===== config.mk =====
export PLATFORM = sky130hd
export DESIGN_NAME = bmp_pixel_blit_core_flat
export DESIGN_NICKNAME = d
export VERILOG_FILES = /design/src/hw/rtl/bpb_pkg.sv /design/src/hw/rtl/bpb_if.sv /design/src/hw/rtl/bmp_pixel_blit_core.sv /design/src/hw/rtl/bpb_cfg_regs.sv /design/src/hw/rtl/bpb_assembler.sv /design/src/hw/rtl/bpb_addr_pipe.sv /design/src/flat_wrapper.sv
export SDC_FILE = /design/constraint.sdc
export NUM_CORES = 1
export LEC_CHECK = 0
export BUFFER_PORTS_ARGS = -buffer_cell sky130_fd_sc_hd__buf_4
export CAP_MARGIN = 10
export CORE_MARGIN = 2
export CORE_UTILIZATION = 49
export DETAILED_ROUTE_END_ITERATION = 16
export GPL_TIMING_DRIVEN = 0
export HOLD_SLACK_MARGIN = 0.02
export PLACE_DENSITY = 0.66
export RECOVER_POWER = 50
export SYNTH_ARGS = -nofsm -noshare
export SYNTH_HDL_FRONTEND = slang
export SYNTH_SLANG_ARGS = --single-unit

===== constraint.sdc =====
create_clock -name clk -period 18.35 [get_ports clk]
set_clock_uncertainty 0.15 [all_clocks]
set_input_delay 1.835 -clock clk [delete_from_list [all_inputs] [get_ports clk]]
set_output_delay 1.835 -clock clk [all_outputs]
set_load 0.02 [all_outputs]

===== src/hw/rtl/bpb_pkg.sv =====
// ----------------------------------------------------------------------------
// bpb_pkg
// Shared types and constants for the BMP pixel blit core.
// ----------------------------------------------------------------------------
`default_nettype none

package bpb_pkg;

  // Largest image side in pixels; widths below follow from it.
  localparam int MAX_SIDE = 4096;
  localparam int SIDE_W   = $clog2(MAX_SIDE + 1);  // holds 1..MAX_SIDE
  localparam int CNT_W    = $clog2(MAX_SIDE);      // holds 0..MAX_SIDE-1

  localparam int CFG_IDX_W  = 3;
  localparam int CFG_DATA_W = 32;

  localparam logic [31:0] ALPHA_OPAQUE = 32'hff00_0000;

  typedef enum logic [CFG_IDX_W-1:0] {
    REG_PIXEL_MODE   = 3'd0,
    REG_IMAGE_WIDTH  = 3'd1,
    REG_IMAGE_HEIGHT = 3'd2,
    REG_DEST_X       = 3'd3,
    REG_DEST_Y       = 3'd4,
    REG_LINE_PIXELS  = 3'd5,
    REG_FRAME_BASE   = 3'd6
  } cfg_reg_t;

  localparam logic MODE_BGR24  = 1'b0;
  localparam logic MODE_ARGB32 = 1'b1;

  // Register contents plus the clamped image sides.
  typedef struct packed {
    logic              pixel_mode;
    logic [SIDE_W-1:0] width;
    logic [SIDE_W-1:0] height;
    logic [11:0]       dest_x;
    logic [11:0]       dest_y;
    logic [13:0]       line_pixels;
    logic [31:0]       frame_base;
  } cfg_t;

  // One assembled pixel with its source position.
  typedef struct packed {
    logic [31:0]      word;
    logic [CNT_W-1:0] column;
    logic [CNT_W-1:0] row;
    logic             last;
  } pix_t;

endpackage

`default_nettype wire


===== src/hw/rtl/bpb_if.sv =====
// ----------------------------------------------------------------------------
// bpb_if
// Valid/ready channel interfaces for the byte input and the pixel writes.
// ----------------------------------------------------------------------------
`default_nettype none

interface bpb_in_if;
  logic       valid;
  logic       ready;
  logic [7:0] data_byte;

  modport source (output valid, output data_byte, input ready);
  modport sink   (input valid, input data_byte, output ready);
endinterface

interface bpb_out_if;
  logic        valid;
  logic        ready;
  logic [31:0] write_address;
  logic [31:0] pixel_word;
  logic        last_pixel;

  modport source (output valid, output write_address, output pixel_word,
                  output last_pixel, input ready);
  modport sink   (input valid, input write_address, input pixel_word,
                  input last_pixel, output ready);
endinterface

`default_nettype wire


===== src/hw/rtl/bmp_pixel_blit_core.sv =====
// ----------------------------------------------------------------------------
// bmp_pixel_blit_core
// Turns the byte stream of a bottom-up BMP pixel array into ARGB framebuffer
// writes, one write per completed pixel.
// ----------------------------------------------------------------------------
// Throughput: one input byte per clock cycle, sustained, as long as the
//   result side keeps taking words.
// Pipeline: three register stages (assembly, row multiply, address sum),
//   which a result word passes through in that order.
// Reset: synchronous, active low; clears the stream position, all valid flags
//   and the registers to their documented defaults.
`default_nettype none

module bmp_pixel_blit_core
  import bpb_pkg::*;
(
  input  wire logic                  clk,
  input  wire logic                  rst_n,
  bpb_in_if.sink                     in_bus,
  bpb_out_if.source                  out_bus,
  input  wire logic                  cfg_wr_en,
  input  wire logic [CFG_IDX_W-1:0]  cfg_index,
  input  wire logic [CFG_DATA_W-1:0] cfg_wr_data
);

  // The register file holds the blit geometry. Width and height leave it
  // already clamped to 1..MAX_SIDE, so downstream logic never sees zero.
  cfg_t cfg;

  bpb_cfg_regs u_cfg_regs (
    .clk      (clk),
    .rst_n    (rst_n),
    .wr_en    (cfg_wr_en),
    .wr_index (cfg_index),
    .wr_data  (cfg_wr_data),
    .cfg      (cfg)
  );

  // The assembler consumes every accepted byte at once: padding bytes and
  // partial pixels only update its state. It stalls the input only while it
  // holds a finished pixel that the address pipeline cannot take this cycle,
  // because the next byte might complete another pixel.
  logic in_fire;
  logic asm_busy;
  logic pix_valid;
  logic pix_ready;
  pix_t pix;

  assign in_bus.ready = !asm_busy;
  assign in_fire      = in_bus.valid && in_bus.ready;

  bpb_assembler u_assembler (
    .clk       (clk),
    .rst_n     (rst_n),
    .cfg       (cfg),
    .in_fire   (in_fire),
    .in_byte   (in_bus.data_byte),
    .adv       (pix_ready),
    .busy      (asm_busy),
    .pix_valid (pix_valid),
    .pix       (pix)
  );

  // The address pipeline forms the row offset (row times line pitch) and base
  // plus column offset in one stage and sums them in the next. Each stage moves
  // forward whenever the stage after it is empty or draining, so a bubble anywhere
  // is filled and a waiting output word blocks input only once both stages are full.
  bpb_addr_pipe u_addr_pipe (
    .clk           (clk),
    .rst_n         (rst_n),
    .cfg           (cfg),
    .pix_valid     (pix_valid),
    .pix           (pix),
    .pix_ready     (pix_ready),
    .out_valid     (out_bus.valid),
    .out_ready     (out_bus.ready),
    .write_address (out_bus.write_address),
    .pixel_word    (out_bus.pixel_word),
    .last_pixel    (out_bus.last_pixel)
  );

endmodule

`default_nettype wire


===== src/hw/rtl/bpb_cfg_regs.sv =====
// ----------------------------------------------------------------------------
// bpb_cfg_regs
// Configuration register file; presents width and height clamped to range.
// ----------------------------------------------------------------------------
`default_nettype none

module bpb_cfg_regs
  import bpb_pkg::*;
(
  input  wire logic                  clk,
  input  wire logic                  rst_n,
  input  wire logic                  wr_en,
  input  wire logic [CFG_IDX_W-1:0]  wr_index,
  input  wire logic [CFG_DATA_W-1:0] wr_data,
  output cfg_t                       cfg
);

  logic        pixel_mode_r;
  logic [12:0] width_r;
  logic [12:0] height_r;
  logic [11:0] dest_x_r;
  logic [11:0] dest_y_r;
  logic [13:0] line_pixels_r;
  logic [31:0] frame_base_r;

  always_ff @(posedge clk) begin
    if (!rst_n) begin
      pixel_mode_r  <= MODE_BGR24;
      width_r       <= 13'd1;
      height_r      <= 13'd1;
      dest_x_r      <= '0;
      dest_y_r      <= '0;
      line_pixels_r <= 14'd1024;
      frame_base_r  <= '0;
    end else if (wr_en) begin
      unique case (wr_index)
        REG_PIXEL_MODE:   pixel_mode_r  <= wr_data[0];
        REG_IMAGE_WIDTH:  width_r       <= wr_data[12:0];
        REG_IMAGE_HEIGHT: height_r      <= wr_data[12:0];
        REG_DEST_X:       dest_x_r      <= wr_data[11:0];
        REG_DEST_Y:       dest_y_r      <= wr_data[11:0];
        REG_LINE_PIXELS:  line_pixels_r <= wr_data[13:0];
        REG_FRAME_BASE:   frame_base_r  <= wr_data[31:0];
        default: ;
      endcase
    end
  end

  function automatic logic [SIDE_W-1:0] clamp_side(input logic [12:0] v);
    logic [SIDE_W-1:0] r;
    if (v == '0) begin
      r = SIDE_W'(1);
    end else if (32'(v) > 32'(MAX_SIDE)) begin
      r = SIDE_W'(MAX_SIDE);
    end else begin
      r = SIDE_W'(v);
    end
    return r;
  endfunction

  always_comb begin
    cfg.pixel_mode  = pixel_mode_r;
    cfg.width       = clamp_side(width_r);
    cfg.height      = clamp_side(height_r);
    cfg.dest_x      = dest_x_r;
    cfg.dest_y      = dest_y_r;
    cfg.line_pixels = line_pixels_r;
    cfg.frame_base  = frame_base_r;
  end

endmodule

`default_nettype wire


===== src/hw/rtl/bpb_assembler.sv =====
// ----------------------------------------------------------------------------
// bpb_assembler
// Gathers bytes into pixels, skips row padding and tracks column and row.
// ----------------------------------------------------------------------------
`default_nettype none

module bpb_assembler
  import bpb_pkg::*;
(
  input  wire logic       clk,
  input  wire logic       rst_n,
  input  wire cfg_t       cfg,
  input  wire logic       in_fire,
  input  wire logic [7:0] in_byte,
  input  wire logic       adv,       // downstream takes the held pixel
  output logic            busy,      // a pixel is held and not yet taken
  output logic            pix_valid,
  output pix_t            pix
);

  logic [1:0]       byte_slot_r,    byte_slot_nxt;
  logic [23:0]      pixel_bytes_r,  pixel_bytes_nxt;
  logic [CNT_W-1:0] column_r,       column_nxt;
  logic [CNT_W-1:0] row_r,          row_nxt;
  logic [1:0]       pad_left_r,     pad_left_nxt;
  logic             pix_valid_r,    pix_valid_nxt;
  pix_t             pix_r,          pix_nxt;

  logic done;
  logic row_end;
  logic img_end;

  always_comb begin
    byte_slot_nxt   = byte_slot_r;
    pixel_bytes_nxt = pixel_bytes_r;
    column_nxt      = column_r;
    row_nxt         = row_r;
    pad_left_nxt    = pad_left_r;
    pix_nxt         = pix_r;
    pix_valid_nxt   = pix_valid_r && !adv;

    done    = (cfg.pixel_mode == MODE_ARGB32) ? (byte_slot_r == 2'd3)
                                              : (byte_slot_r >= 2'd2);
    row_end = ({1'b0, column_r} + 1'b1) >= cfg.width;
    img_end = row_end && (({1'b0, row_r} + 1'b1) >= cfg.height);

    if (in_fire) begin
      pix_valid_nxt = 1'b0;
      if (pad_left_r != 2'd0) begin
        pad_left_nxt = pad_left_r - 2'd1;
      end else if (!done) begin
        unique case (byte_slot_r)
          2'd0:    pixel_bytes_nxt[7:0]   = in_byte;
          2'd1:    pixel_bytes_nxt[15:8]  = in_byte;
          default: pixel_bytes_nxt[23:16] = in_byte;
        endcase
        byte_slot_nxt = byte_slot_r + 2'd1;
      end else begin
        if (cfg.pixel_mode == MODE_ARGB32) begin
          pix_nxt.word = {in_byte, pixel_bytes_r};
        end else begin
          pix_nxt.word = ALPHA_OPAQUE | {8'h00, in_byte, pixel_bytes_r[15:0]};
        end
        pix_nxt.column  = column_r;
        pix_nxt.row     = row_r;
        pix_nxt.last    = img_end;
        pix_valid_nxt   = 1'b1;
        byte_slot_nxt   = 2'd0;
        pixel_bytes_nxt = '0;
        if (row_end) begin
          column_nxt   = '0;
          row_nxt      = img_end ? '0 : row_r + 1'b1;
          pad_left_nxt = (cfg.pixel_mode == MODE_ARGB32) ? 2'd0 : cfg.width[1:0];
        end else begin
          column_nxt = column_r + 1'b1;
        end
      end
    end
  end

  always_ff @(posedge clk) begin
    if (!rst_n) begin
      byte_slot_r   <= '0;
      pixel_bytes_r <= '0;
      column_r      <= '0;
      row_r         <= '0;
      pad_left_r    <= '0;
      pix_valid_r   <= 1'b0;
    end else begin
      byte_slot_r   <= byte_slot_nxt;
      pixel_bytes_r <= pixel_bytes_nxt;
      column_r      <= column_nxt;
      row_r         <= row_nxt;
      pad_left_r    <= pad_left_nxt;
      pix_valid_r   <= pix_valid_nxt;
    end
  end

  always_ff @(posedge clk) begin
    pix_r <= pix_nxt;
  end

  assign busy      = pix_valid_r && !adv;
  assign pix_valid = pix_valid_r;
  assign pix       = pix_r;

endmodule

`default_nettype wire


===== src/hw/rtl/bpb_addr_pipe.sv =====
// ----------------------------------------------------------------------------
// bpb_addr_pipe
// Two-stage address pipeline: row multiply, then final sum into the output.
// ----------------------------------------------------------------------------
`default_nettype none

module bpb_addr_pipe
  import bpb_pkg::*;
(
  input  wire logic         clk,
  input  wire logic         rst_n,
  input  wire cfg_t         cfg,
  input  wire logic         pix_valid,
  input  wire pix_t         pix,
  output logic              pix_ready,
  output logic              out_valid,
  input  wire logic         out_ready,
  output logic [31:0]       write_address,
  output logic [31:0]       pixel_word,
  output logic              last_pixel
);

  // Multiply stage.
  logic        m_valid_r,  m_valid_nxt;
  logic [31:0] m_row_off_r, m_row_off_nxt;
  logic [31:0] m_col_off_r, m_col_off_nxt;
  logic [31:0] m_word_r;
  logic        m_last_r;

  // Output stage.
  logic        o_valid_r, o_valid_nxt;
  logic [31:0] o_addr_r;
  logic [31:0] o_word_r;
  logic        o_last_r;

  logic        o_ready;
  logic        m_ready;
  logic [31:0] dst_row;

  assign o_ready   = !o_valid_r || out_ready;
  assign m_ready   = !m_valid_r || o_ready;
  assign pix_ready = m_ready;

  always_comb begin
    // Wraps modulo 2^32 when the row count overruns a shrunken height.
    dst_row       = 32'(cfg.dest_y) + 32'(cfg.height) - 32'd1 - 32'(pix.row);
    m_row_off_nxt = (dst_row * 32'(cfg.line_pixels)) << 2;
    m_col_off_nxt = cfg.frame_base + ((32'(cfg.dest_x) + 32'(pix.column)) << 2);
    m_valid_nxt   = m_ready ? pix_valid : m_valid_r;
    o_valid_nxt   = o_ready ? m_valid_r : o_valid_r;
  end

  always_ff @(posedge clk) begin
    if (!rst_n) begin
      m_valid_r <= 1'b0;
      o_valid_r <= 1'b0;
    end else begin
      m_valid_r <= m_valid_nxt;
      o_valid_r <= o_valid_nxt;
    end
  end

  always_ff @(posedge clk) begin
    if (m_ready && pix_valid) begin
      m_row_off_r <= m_row_off_nxt;
      m_col_off_r <= m_col_off_nxt;
      m_word_r    <= pix.word;
      m_last_r    <= pix.last;
    end
    if (o_ready && m_valid_r) begin
      o_addr_r <= m_col_off_r + m_row_off_r;
      o_word_r <= m_word_r;
      o_last_r <= m_last_r;
    end
  end

  assign out_valid     = o_valid_r;
  assign write_address = o_addr_r;
  assign pixel_word    = o_word_r;
  assign last_pixel    = o_last_r;

endmodule

`default_nettype wire

===== src/flat_wrapper.sv =====
// flat-port wrapper written by rule: the top's interface ports become plain ports
module bmp_pixel_blit_core_flat import bpb_pkg::*;
  (clk, rst_n, cfg_wr_en, cfg_index, cfg_wr_data, in_bus_valid, in_bus_data_byte, in_bus_ready, out_bus_valid, out_bus_write_address, out_bus_pixel_word, out_bus_last_pixel, out_bus_ready);
  bpb_in_if in_bus_i ();
  bpb_out_if out_bus_i ();
  input  wire logic clk;
  input  wire logic rst_n;
  input  wire logic cfg_wr_en;
  input  wire logic [CFG_IDX_W-1:0] cfg_index;
  input  wire logic [CFG_DATA_W-1:0] cfg_wr_data;
  input wire logic [$bits(in_bus_i.valid)-1:0] in_bus_valid;
  input wire logic [$bits(in_bus_i.data_byte)-1:0] in_bus_data_byte;
  output wire logic [$bits(in_bus_i.ready)-1:0] in_bus_ready;
  output wire logic [$bits(out_bus_i.valid)-1:0] out_bus_valid;
  output wire logic [$bits(out_bus_i.write_address)-1:0] out_bus_write_address;
  output wire logic [$bits(out_bus_i.pixel_word)-1:0] out_bus_pixel_word;
  output wire logic [$bits(out_bus_i.last_pixel)-1:0] out_bus_last_pixel;
  input wire logic [$bits(out_bus_i.ready)-1:0] out_bus_ready;
  assign in_bus_i.valid = in_bus_valid;
  assign in_bus_i.data_byte = in_bus_data_byte;
  assign in_bus_ready = in_bus_i.ready;
  assign out_bus_valid = out_bus_i.valid;
  assign out_bus_write_address = out_bus_i.write_address;
  assign out_bus_pixel_word = out_bus_i.pixel_word;
  assign out_bus_last_pixel = out_bus_i.last_pixel;
  assign out_bus_i.ready = out_bus_ready;
  bmp_pixel_blit_core u_core (.clk(clk), .rst_n(rst_n), .in_bus(in_bus_i), .out_bus(out_bus_i), .cfg_wr_en(cfg_wr_en), .cfg_index(cfg_index), .cfg_wr_data(cfg_wr_data));
endmodule

==> summary.md <==
| Metric | Value |
|---|---|
| Commonest non-fill, non-tap cell in the layout | `nand2_1` |
| GP Congestion | `between 0.9 and 1` |
| Met3 Use GR | `0.04504` |
| Global Route met2 Usage | `0.3686` |
| Slew @ Worst Pin | `around 1.7 ns` |
| Leak | `11.95 nW` |
| Final WS setup | `roughly 7 ns` |
| DRC | `0` |
| Worst EP arrival | `roughly 11 ns` |
| Slowest CP cell | `fa_1` |
| Area Overhead vs Synth | `11.24%` |
| Routed Wire Length | `61.84 mm` |
| Cell Area, Synth | `0.02575 mm2` |
| Clock transition at the registers of the reported paths | `roughly 0.06 ns` |
| Die W | `~230 um` |
| Critical path buffers and inverters | `8` |
| Cell family with most CP delay | `adder cells` |
| DR vias | `18530` |
| Clk buf depth | `3` |
| Root buf cell | `clkbuf_16` |
| Hpwl dp | `slightly below 50 mm` |
| Crit path required time | `18.48 ns` |
| Rows | `84` |
| Final Slew Violations | `65` |
| Number of global-route vias before repair | `18610` |
| MaxCap Viol Count | `2` |
| Critical path peak fanout | `13` |
| Grt ovf | `0` |
| Clock latency at the later pin of the worst-skew pair | `0.57 ns` |
| Filler instances | `around 4600` |
| Nets | `3200` |
| TNS Setup | `0 ns` |
| Ant diodes | `0` |
| Fraction of layout cells with a size suffix above 1 | `0.05598` |
| First-pass GRT wire length | `97.81 mm` |
| Sink Count | `roughly 370` |
| Met1 usage | `0.3205` |
| Peak Freq | `around 88 MHz` |
| Final period utilization | `0.6186` |
| Failing checks | `capacitance limit, slew limit` |
| Min cycle time layout | `11.35 ns` |
| Most frequent cells in the layout | `374 x nand2_1, 333 x inv_1, 219 x fa_1` |
| CTS tree | `done` |
| Starting Density | `0.4929` |
| Syn avg cell area | `around 10 um2` |
| # resized after CTS | `0` |
| Layout Utilization | `0.5483` |
| Tot GR Track Use | `0.2315` |
| Power per cell area | `slightly above 100 mW/mm2` |
| CP startpoint kind | `register` |
| Hold Path Class | `register to register` |
| Post-route ant nets | `0` |
| Count of buffers from port buffering | `approximately 110` |
| #FFs+latches synth | `roughly 370` |
| Distinct cells, synth | `between 70 and 80` |
| Fin. Hold Viols | `0` |
| Seq/Total Area, Yosys | `0.3713` |
| Htree depth | `2` |
| Die H | `233.2 um` |
| CTS buffer count | `40` |
| Final Setup Violations | `0` |
| Worst setup EP type | `register` |
| Mapped Nets | `approximately 3000` |
| Core box area | `0.05224 mm2` |
| Via density | `approximately 5.4` |
| Max stage delay on crit path | `roughly 0.57 ns` |
| Prevailing post-synth register cell | `edfxtp_1` |
| Slew Limit Headroom | `-0.1626` |
| GRT busiest layer | `met2` |
| Wire per inst | `around 18 um` |
| Unrepaired setup endpoints after global routing | `false` |
| Largest net degree at the start of global routing | `34` |
| Initial DRT Pass Iterations | `5` |
| Post-synth EDFFs | `around 220` |
| Cts hold-fix bufs | `0` |
| VDD IR-drop max | `68.48 uV` |
| Status | `finished with violations` |
| I/O Pins | `between 100 and 150` |
| Asr flop ratio synth | `0` |
| Gate count of the mapped netlist | `roughly 2600` |
| Place WS | `7.061 ns` |
| Initial DRC count | `approximately 1100` |
| CP Class | `register to register` |
| Die area | `~0.054 mm2` |
| Total setup buffers inserted after CTS | `0` |
| Synth warn | `0` |
| Initial antenna violation count | `1` |
-- registers in the layout, indices dropped and copies added (netlist names), 24 cells and up --
register,count
u_core.u_addr_pipe.m_col_off_r,32
u_core.u_addr_pipe.m_row_off_r,30
u_core.u_addr_pipe.m_word_r,32
u_core.u_addr_pipe.pixel_word,32
u_core.u_addr_pipe.write_address,32
u_core.u_assembler.pix,57
u_core.u_assembler.pixel_bytes_r,24
u_core.u_cfg_regs.frame_base_r,32
-- kinds of logic (layout without fill, tap and decap cells) --
family | count (synthesis) | after routing | share of synthesized area
simple gates | 785 | 785 | 0.1433
compound gates | 445 | 445 | 0.1088
buf+inv | 418 | 612 | 0.06133
fa+ha+maj | 415 | 415 | 0.2655
flops | 369 | 369 | 0.3713
xor+xnor | 131 | 131 | 0.04456
mux | 12 | 12 | 0.005248
-- cell type report --
type | count | area, um2 | share of cell area
inverters | 334 | 1254 | 0.04377
well taps | 688 | 860.8 | 0.03006
multi-input cells | 1788 | 14610 | 0.5101
repair buffers | 120 | 734.5 | 0.02564
plain buffers | 84 | 325.3 | 0.01136
flip-flops and latches | 369 | 9559 | 0.3338
clock buffers | 57 | 1127 | 0.03936
clock inverters | 17 | 170.2 | 0.005941
-- stage by stage --
step	hold slack, ns	instance area [um2]	power (mW)	instances
floorplan	0.2503	25750	1.827	2575
global placement	0.2507	27460	2.109	3376
detailed placement	0.2545	27630	2.133	3383
CTS	0.2543	28930	2.936	3457
global route	0.2593	28640	3.123	3457
finish	0.2477	28640	2.912	3457
-- routing by layer --
layer | vias to the layer above | routed length [um]
met2 | 522 | 28000
met5 | - | 12
met3 | 98 | 4165
li1 | 8919 | -
met1 | 8993 | 27880
met4 | 2 | 1774
-- synthesized netlist by cell type (14+ instances only) --
cell type	number	area, um2
a31oi_1	14	87.58
xnor2_1	93	814.5
a21o_1	26	195.2
and2_1	102	638.1
xor2_1	38	332.8
inv_1	334	1254
o21ai_0	60	300.3
ha_1	196	2452
a22oi_1	26	195.2
nor3_1	26	130.1
a21oi_1	188	940.9
nor2_1	117	439.2
nand2_1	374	1404
nor2b_1	31	193.9
dfxtp_1	152	3043
fa_1	219	4384
nand2b_1	28	175.2
o21a_1	23	172.7
edfxtp_1	217	6516
clkbuf_1	77	289.0
a211oi_1	14	105.1
nand3_1	33	165.2
-- report_power, final --
| group | internal [mW] | total [mW] | switching, mW |
|---|---|---|---|
| Sequential | 0.950 | 0.967 | 0.0173 |
| Clock | 0.472 | 0.800 | 0.327 |
| Combinational | 0.427 | 1.15 | 0.718 |
| Total | 1.85 | 2.91 | 1.06 |
-- worst paths after layout --
| kind | start | end | slack (ns) | cells past startpoint |
|---|---|---|---|---|
| max | u_core.u_cfg_regs.height_r[12] | u_core.u_addr_pipe.m_row_off_r[31] | 7.00 | 38 |
| min | u_core.u_assembler.pix[44] | u_core.u_addr_pipe.m_word_r[19] | 0.25 | 0 |
| max reg2reg | u_core.u_cfg_regs.height_r[12] | u_core.u_addr_pipe.m_row_off_r[31] | 7.00 | 38 |
| min reg2reg | u_core.u_assembler.pix[44] | u_core.u_addr_pipe.m_word_r[19] | 0.25 | 0 |
Note: power is estimated with default switching activity, not from simulation.
